==> src/hw/rtl/aarm_pkg.sv <==
// Shared types, constants and arithmetic helpers for the axis-angle rotation matrix unit.
// Used by the front cells, the divider cells and the top level; depends on nothing else.
`default_nettype none

package aarm_pkg;

	localparam int unsigned CordicSteps = 30;
	localparam int unsigned FrontCells  = 32;
	localparam int unsigned DivCells    = 31;

	// Q.30 working word, wide enough for every intermediate of the datapath.
	typedef logic signed [33:0] q30_t;

	localparam q30_t             CORDIC_GAIN = 34'sd652032874;
	localparam q30_t             Q30_ONE     = 34'sd1073741824;
	localparam logic signed [35:0] Q30_PI      = 36'sd3373259426;
	localparam logic signed [35:0] Q30_HALF_PI = 36'sd1686629713;
	localparam logic signed [35:0] Q30_TWO_PI  = 36'sd6746518852;
	localparam logic [15:0]      Q214_ONE    = 16'd16384;

	// Register index decoded from the APB byte address.
	localparam logic REG_TOL = 1'b0;

	// Arctangent of 2^-i in Q.30; the last two entries pad the table to the index range.
	localparam logic [31:0] STEP_ANGLE [32] = '{
		32'h3243F6A8, 32'h1DAC6705, 32'h0FADBAFC, 32'h07F56EA6, 32'h03FEAB76, 32'h01FFD55B,
		32'h00FFFAAA, 32'h007FFF55, 32'h003FFFEA, 32'h001FFFFD, 32'h000FFFFF, 32'h0007FFFF,
		32'h0003FFFF, 32'h0001FFFF, 32'h0000FFFF, 32'h00007FFF, 32'h00003FFF, 32'h00001FFF,
		32'h00000FFF, 32'h000007FF, 32'h000003FF, 32'h000001FF, 32'h000000FF, 32'h0000007F,
		32'h0000003F, 32'h0000001F, 32'h0000000F, 32'h00000008, 32'h00000004, 32'h00000002,
		32'h00000000, 32'h00000000
	};

	// Per-item flags; bit 0 is x, bit 1 is y, bit 2 is z.
	typedef struct packed {
		logic [2:0] zero;
		logic       zsum;
		logic [2:0] pos;
		logic [2:0] neg;
	} side_t;

	// Item state in the front chain: CORDIC rotation plus one square root digit per cell.
	typedef struct packed {
		logic            valid;
		q30_t            cx;
		q30_t            cy;
		q30_t            cz;
		logic            neg_cos;
		logic [34:0]     sq_rem;
		logic [31:0]     sq_root;
		logic [31:0]     sq_pend;
		logic [2:0][15:0] mag;
		side_t           side;
	} front_t;

	// Item state in the divider chain: three lanes share one divisor.
	typedef struct packed {
		logic            valid;
		q30_t            s;
		q30_t            c;
		logic [31:0]     divisor;
		logic [30:0]     low;
		logic [2:0][31:0] rem;
		logic [2:0][30:0] quo;
		side_t           side;
	} div_t;

	function automatic q30_t mul30(input q30_t a, input q30_t b);
		logic signed [67:0] p;
		p = 68'(a) * 68'(b) + 68'sd536870912;
		return q30_t'(p >>> 30);
	endfunction

	function automatic logic [15:0] to_q214(input logic signed [35:0] v);
		logic signed [35:0] r;
		r = (v + 36'sd32768) >>> 16;
		if (r > 36'sd32767) begin
			return 16'h7FFF;
		end else if (r < -36'sd32768) begin
			return 16'h8000;
		end
		return r[15:0];
	endfunction

	// Sum of two Q.30 terms rounded and saturated to Q2.14.
	function automatic logic [15:0] q214_of(input q30_t a, input q30_t b);
		return to_q214(36'(a) + 36'(b));
	endfunction

endpackage

`default_nettype wire

==> src/hw/rtl/aarm_div_cell.sv <==
// One cell of the divider chain: one restoring quotient bit for each of three lanes.
// Uses aarm_pkg for the item state type.
`default_nettype none

module aarm_div_cell (
	input  logic            clk,
	input  logic            arst_n,
	input  logic            adv,
	input  aarm_pkg::div_t  d,
	output aarm_pkg::div_t  q
);

	aarm_pkg::div_t nxt;
	aarm_pkg::div_t pay_q;
	logic           valid_q;
	logic [32:0]    acc;
	logic [32:0]    diff;

	always_comb begin
		nxt  = d;
		acc  = '0;
		diff = '0;
		for (int l = 0; l < 3; l++) begin
			acc  = {d.rem[l], d.low[30]};
			diff = acc - {1'b0, d.divisor};
			if (!diff[32]) begin
				nxt.rem[l] = diff[31:0];
				nxt.quo[l] = {d.quo[l][29:0], 1'b1};
			end else begin
				nxt.rem[l] = acc[31:0];
				nxt.quo[l] = {d.quo[l][29:0], 1'b0};
			end
		end
		nxt.low = {d.low[29:0], 1'b0};
	end

	always_ff @(posedge clk or negedge arst_n) begin
		if (!arst_n) begin
			valid_q <= 1'b0;
		end else if (adv) begin
			valid_q <= d.valid;
		end
	end

	always_ff @(posedge clk) begin
		if (adv) begin
			pay_q <= nxt;
		end
	end

	always_comb begin
		q       = pay_q;
		q.valid = valid_q;
	end

endmodule

`default_nettype wire
==> config.mk <==
export PLATFORM = sky130hd
export DESIGN_NAME = aarm_div_cell
export DESIGN_NICKNAME = d
export VERILOG_FILES = /design/src/hw/rtl/aarm_pkg.sv /design/src/hw/rtl/aarm_div_cell.sv
export SDC_FILE = /design/constraint.sdc
export NUM_CORES = 1
export LEC_CHECK = 0
export BUFFER_PORTS_ARGS = -buffer_cell sky130_fd_sc_hd__buf_2
export CORE_AREA = 3 3 255 257
export CTS_CLUSTER_DIAMETER = 30
export DETAILED_ROUTE_END_ITERATION = 12
export DIE_AREA = 0 0 258 260
export HOLD_SLACK_MARGIN = 0.1
export PLACE_DENSITY = 0.47
export SETUP_SLACK_MARGIN = 0.4
export SKIP_LAST_GASP = 1
export SLEW_MARGIN = 20
export SYNTH_ARGS = -nofsm -noshare
export SYNTH_HDL_FRONTEND = slang
export SYNTH_SLANG_ARGS = --single-unit
==> constraint.sdc <==
create_clock -name clk -period 1.2 [get_ports clk]
set_input_delay 0.06 -clock clk [delete_from_list [all_inputs] [get_ports clk]]
set_output_delay 0.06 -clock clk [all_outputs]
set_load 0.05 [all_outputs]
# [After elaboration in Yosys (flattened, before gate mapping)]
# Index checks and enable logic that the tools add are counted.
[totals] register_bits=330 inputBits=334 output_inout_bits=331 elab_cells=24
[op_classes] add_sub_neg=3 mux=6
[ops] op="$sub A33 B32 Y33" n=3
[ops] op="$mux W32" n=3
[ops] op="$mux W1" n=3

# [Logic depth before layout (Yosys ltp)]
[logic_depth] word_depth=2 mapped_depth=14 ltp_nobuf=12

# [Least setup slack after synthesis]
# OpenSTA, ideal clock, no wires.
[synth_timing] kind="input-to-reg" from="input d[229] (netlist bit)" to="register pay_q, in the netlist q[139] (data pin)" setup_ns=0.260 arrival_ns=2.820 required_time_ns=0.940 slack_ns=-1.881 cell_stages=13 path_buffers=1 path_cell_list="inv_1 > ha_1 > fa_1 > nor2b_1 > o2111ai_1 > nand3_1 > a41oi_2 > nor4_2 > o32ai_2 > o21ai_2 > xor2_2 > buf_6 > mux2_4"
[synth_rtl] item="from (decl)" line_no="aarm_div_cell.sv:9" rtl="input aarm_pkg::div_t d,"
[synth_rtl] item="to (signal assigned)" line_no="aarm_div_cell.sv:47" rtl="pay_q <= nxt;"
[synth_rtl] item="to (decl)" line_no="aarm_div_cell.sv:14" rtl="aarm_pkg::div_t pay_q;"

==> results by group <==
Timing
  • # setup viols final: 418
  • Final Cycle Share: 2.15
  • Worst setup margin: -1.38 ns
  • Crit path time final: ~2.6 ns
  • Final Hold Fails: 9
  • Skew final: 0 ns
  • Pins Over Slew Limit: 0
  • Min Hold Slack: -0.380 ns
  • Fmax: about 390 MHz
  • RSZ-0062 raised after global routing: true

Clocking
  • Clock Pin Slew Worst Setup and Hold Paths: roughly 0.040 ns
  • Clk_lat worst skew: approximately 0.63 ns
  • Clk buf depth: 3
  • H-Tree Depth: 3
  • TritonCTS clock tree: built
  • Clock sinks: 330
  • Clock buffer count from CTS: between 80 and 90
  • Clock root cell: clkbuf_16

Yosys
  • Compound-cell area share of the yosys netlist: 0.112
  • Post-synthesis cell type count: 77
  • Synthesized area: roughly 17000 um^2
  • Gate Count Post-Synth: between 1000 and 1500
  • Sequential cell area fraction in the yosys report: 0.597
  • Synth Area in Adders: 0.0745
  • Number of synthesized flops with an enable pin: 329
  • Main combinational cell family by area after synthesis: compound AO/OA/AOI/OAI gates
  • Synth warnings: 0
  • Seq cells post-synth: 330
  • Synth Area in XOR/XNOR: 0.0468
  • Post-synth top flop: edfxtp_1
  • Syn_nets: roughly 1600
  • Synth Area in Simple Gates: 0.0690
  • Async SR Flop Fraction: 0.00303
  • Multiplexer share of the synthesized area: 0.0752
  • Syn avg cell area: 13.8 um^2

Die
  • Top Ports: roughly 670
  • Initial core utilization: 0.264
  • Die W: approximately 260 um
  • Overall die area: 67100 um^2
  • Die height: roughly 260 um
  • FP Rows: between 90 and 100
  • Core area: 63000 um^2

Worst setup path
  • Critical Path End Type: flop
  • Maximum fanout along the worst path: 5
  • Slowest stage cell, crit path: or3_4
  • Crit-path max cell delay: 0.40 ns
  • Crit path launch type: input port
  • CP required: 1.56 ns
  • Worst EP arrival: a little under 3 ns
  • Crit-path cells: buf_8 > inv_8 > ha_4 > a21oi_4 > o21ai_4 > or3_4 > a41oi_4 > nor4_2 > buf_4 > o32ai_4 > o21ai_4 > xor2_4 > buf_12 > buf_12 > clkbuf_16 > mux2_4
  • R2r worst-path depth: 1
  • Crit path kind: in2reg

Worst hold path
  • Hold-critical path depth: 1
  • Hold Crit Class: in2reg

Power
  • Worst VDD drop: between 1 and 1.5 mV
  • Psw: approximately 17 mW
  • Gate power share: 0.297
  • Clk pwr share: 0.436
  • Power Density: 1670 nW/um^2
  • Switching Fraction: 0.313
  • Pleak: ~15 nW
  • Internal Power: 38.4 mW
  • Power Total: between 50 and 60 mW
  • Seq pwr share: 0.267

Global routing
  • Vias in the first global route: roughly 17000
  • Largest net degree at the start of global routing: slightly above 50
  • Total congestion overflow: 0
  • Antenna violations before repair: 26
  • First-pass GRT wire length: around 110000 um
  • Tot GR Track Use: 0.228

Drt
  • ANT nets after route: 0
  • WL per Instance: approximately 22 um
  • DRC violations left: 0
  • DR iter-0 viols: between 700 and 800
  • Initial DRT Pass Iterations: 4
  • DRT Wirelength: about 80000 um
  • Vias: approximately 16000
  • Vias/cell: around 4.5

Cells and area
  • Fillcell total: around 5300
  • Share of post-route cells with drive strength above 1: 0.519
  • Nets: 3072
  • Sequential Area: around 10000 um^2
  • Final core utilization: 0.531
  • Post-route cell area: 33400 um^2
  • Multi-input logic area: 6990 um^2
  • Syn-to-layout area delta: 101%

Placed design
  • Final GP Congestion: 0.881
  • Placed cell areas: 23800 um^2
  • # port buffers: 660
  • Post-DP HPWL: between 50000 and 60000 um

Run status
  • Status: finished with violations
  • Failing checks: negative hold slack, negative setup slack

Flow run
  • Number of max-cap violations: 0
state kept, by name (all words and copies together) (netlist names):
name / cells
q: 329
valid_q: 1
through the flow:
step / instances / setup WS, ns / TNS, ns
floorplan: 1202 / -1.72 / -153.36
global placement: 3035 / -2.19 / -204.44
detailed placement: 3035 / -2.27 / -210.40
CTS: 3546 / -1.39 / -154.88
global route: 3567 / -1.48 / -164.17
finish: 3573 / -1.38 / -141.01
power by group through the flow:
stage	Sequential (mW)	Clock (mW)	Combinational (mW)
floorplan	19.0	0	4.09
CTS	14.9	24.7	16.3
finish	14.9	24.3	16.6
detailed placement	14.8	0	13.2
global route	15.0	25.4	17.4
global placement	14.8	0	13.1
worst max-delay path: cells and delay by family:
family	cells	cell delay (ns)
AOI/OAI and AO/OA	5	0.93
buffers and inverters	6	0.70
and+or+nand+nor	2	0.47
muxes	1	0.29
adders and majority gates	1	0.26
xor gates and xnor gates	1	0.20
placed cells by master (no fill, tap or decap), drive strengths merged, types with 28 or more instances in the layout:
cell type | synthesis | final
a21o | 50 | 50
clkbuf | 16 | 97
ha | 94 | 94
edfxtp | 329 | 329
a21oi | 89 | 89
xor2 | 28 | 28
nand2 | 60 | 60
o21ai | 34 | 34
nor2 | 64 | 64
buf | 16 | 1053
xnor2 | 59 | 59
inv | 56 | 66
clkinv | 0 | 34
mux2 | 87 | 87
dlygate4sd3 | 0 | 326
layout make-up:
class	instances	share of cell area
multi-input combinational	784	0.209
timing repair buffer	1383	0.362
clock buffer	93	0.0659
tap	846	0.0317
inverter	56	0.00749
clock inverter	67	0.0260
sequential	330	0.297
antenna	14	0.00105
per-layer routing:
metal	routed length, um	GRT usage
met1	29300	0.246
met2	39100	0.393
met3	5760	0.0753
met4	4870	0.128
met5	110	0
final timing paths:
path / from / endpoint / slack [ns]
min: d[230] / q[230]$_DFFE_PP_ / -0.38
max in group asynchronous: arst_n / valid_q$_DFFE_PN0P_ / 0.78
max reg2reg: valid_q$_DFFE_PN0P_ / valid_q$_DFFE_PN0P_ / 0.43
min in group asynchronous: arst_n / valid_q$_DFFE_PN0P_ / 0.32
max: d[249] / q[142]$_DFFE_PP_ / -1.38
min reg2reg: valid_q$_DFFE_PN0P_ / valid_q$_DFFE_PN0P_ / 0.55
cell families (layout without fill, tap and decap cells):
group                    after synthesis  count (layout)
AND/OR/NAND/NOR                      233             233
flip-flops                           330             330
buffers and inverters                 88            1599
other                                  1              15
AO/OA/AOI/OAI                        272             272
XOR/XNOR                              87              87
multiplexers                          94              94
adder cells (fa/ha/maj)               97              97
Yosys cell counts (4+ instances only):
master      n  area, um^2
edfxtp_1  329        9880
ha_1       94        1180
a21oi_1    89         445
nor2_1     64         240
nand2_1    59         221
xnor2_1    58         508
inv_1      56         210
mux2_4     53         796
a21o_1     50         375
mux2_2     33         372
o21ai_0    33         165
xor2_1     27         236
nand3_1    24         120
clkbuf_1   16        60.1
o21bai_1   13        97.6
nand2b_1   12        75.1
nand4_1    12        75.1
nor3_1     11        55.1
a31oi_1    10        62.6
o21a_1     10        75.1
and3_1      9        56.3
nor2b_1     8        50.1
mux2i_1     7        70.1
and4_1      6        52.6
buf_2       6        30.0
o31ai_1     6        45.0
or2_2       6        37.5
a211oi_1    5        37.5
buf_6       5        56.3
o211ai_1    5        37.5
o41ai_1     5        43.8
or3_1       5        31.3
a221oi_1    4        35.0
a31o_2      4        35.0
a41oi_1     4        35.0
and2_1      4        25.0
timing repair:
action                                  in CTS  in global routing
pin swaps                                   15                 35
endpoints found under the setup margin     429                429
cloned                                       6                  4
gates resized for setup                    736                 61
buffers inserted                            20                  8
hold buffers                               325                  1
hold endpoints to repair                   657                318
(Power assumes the default switching activity.)
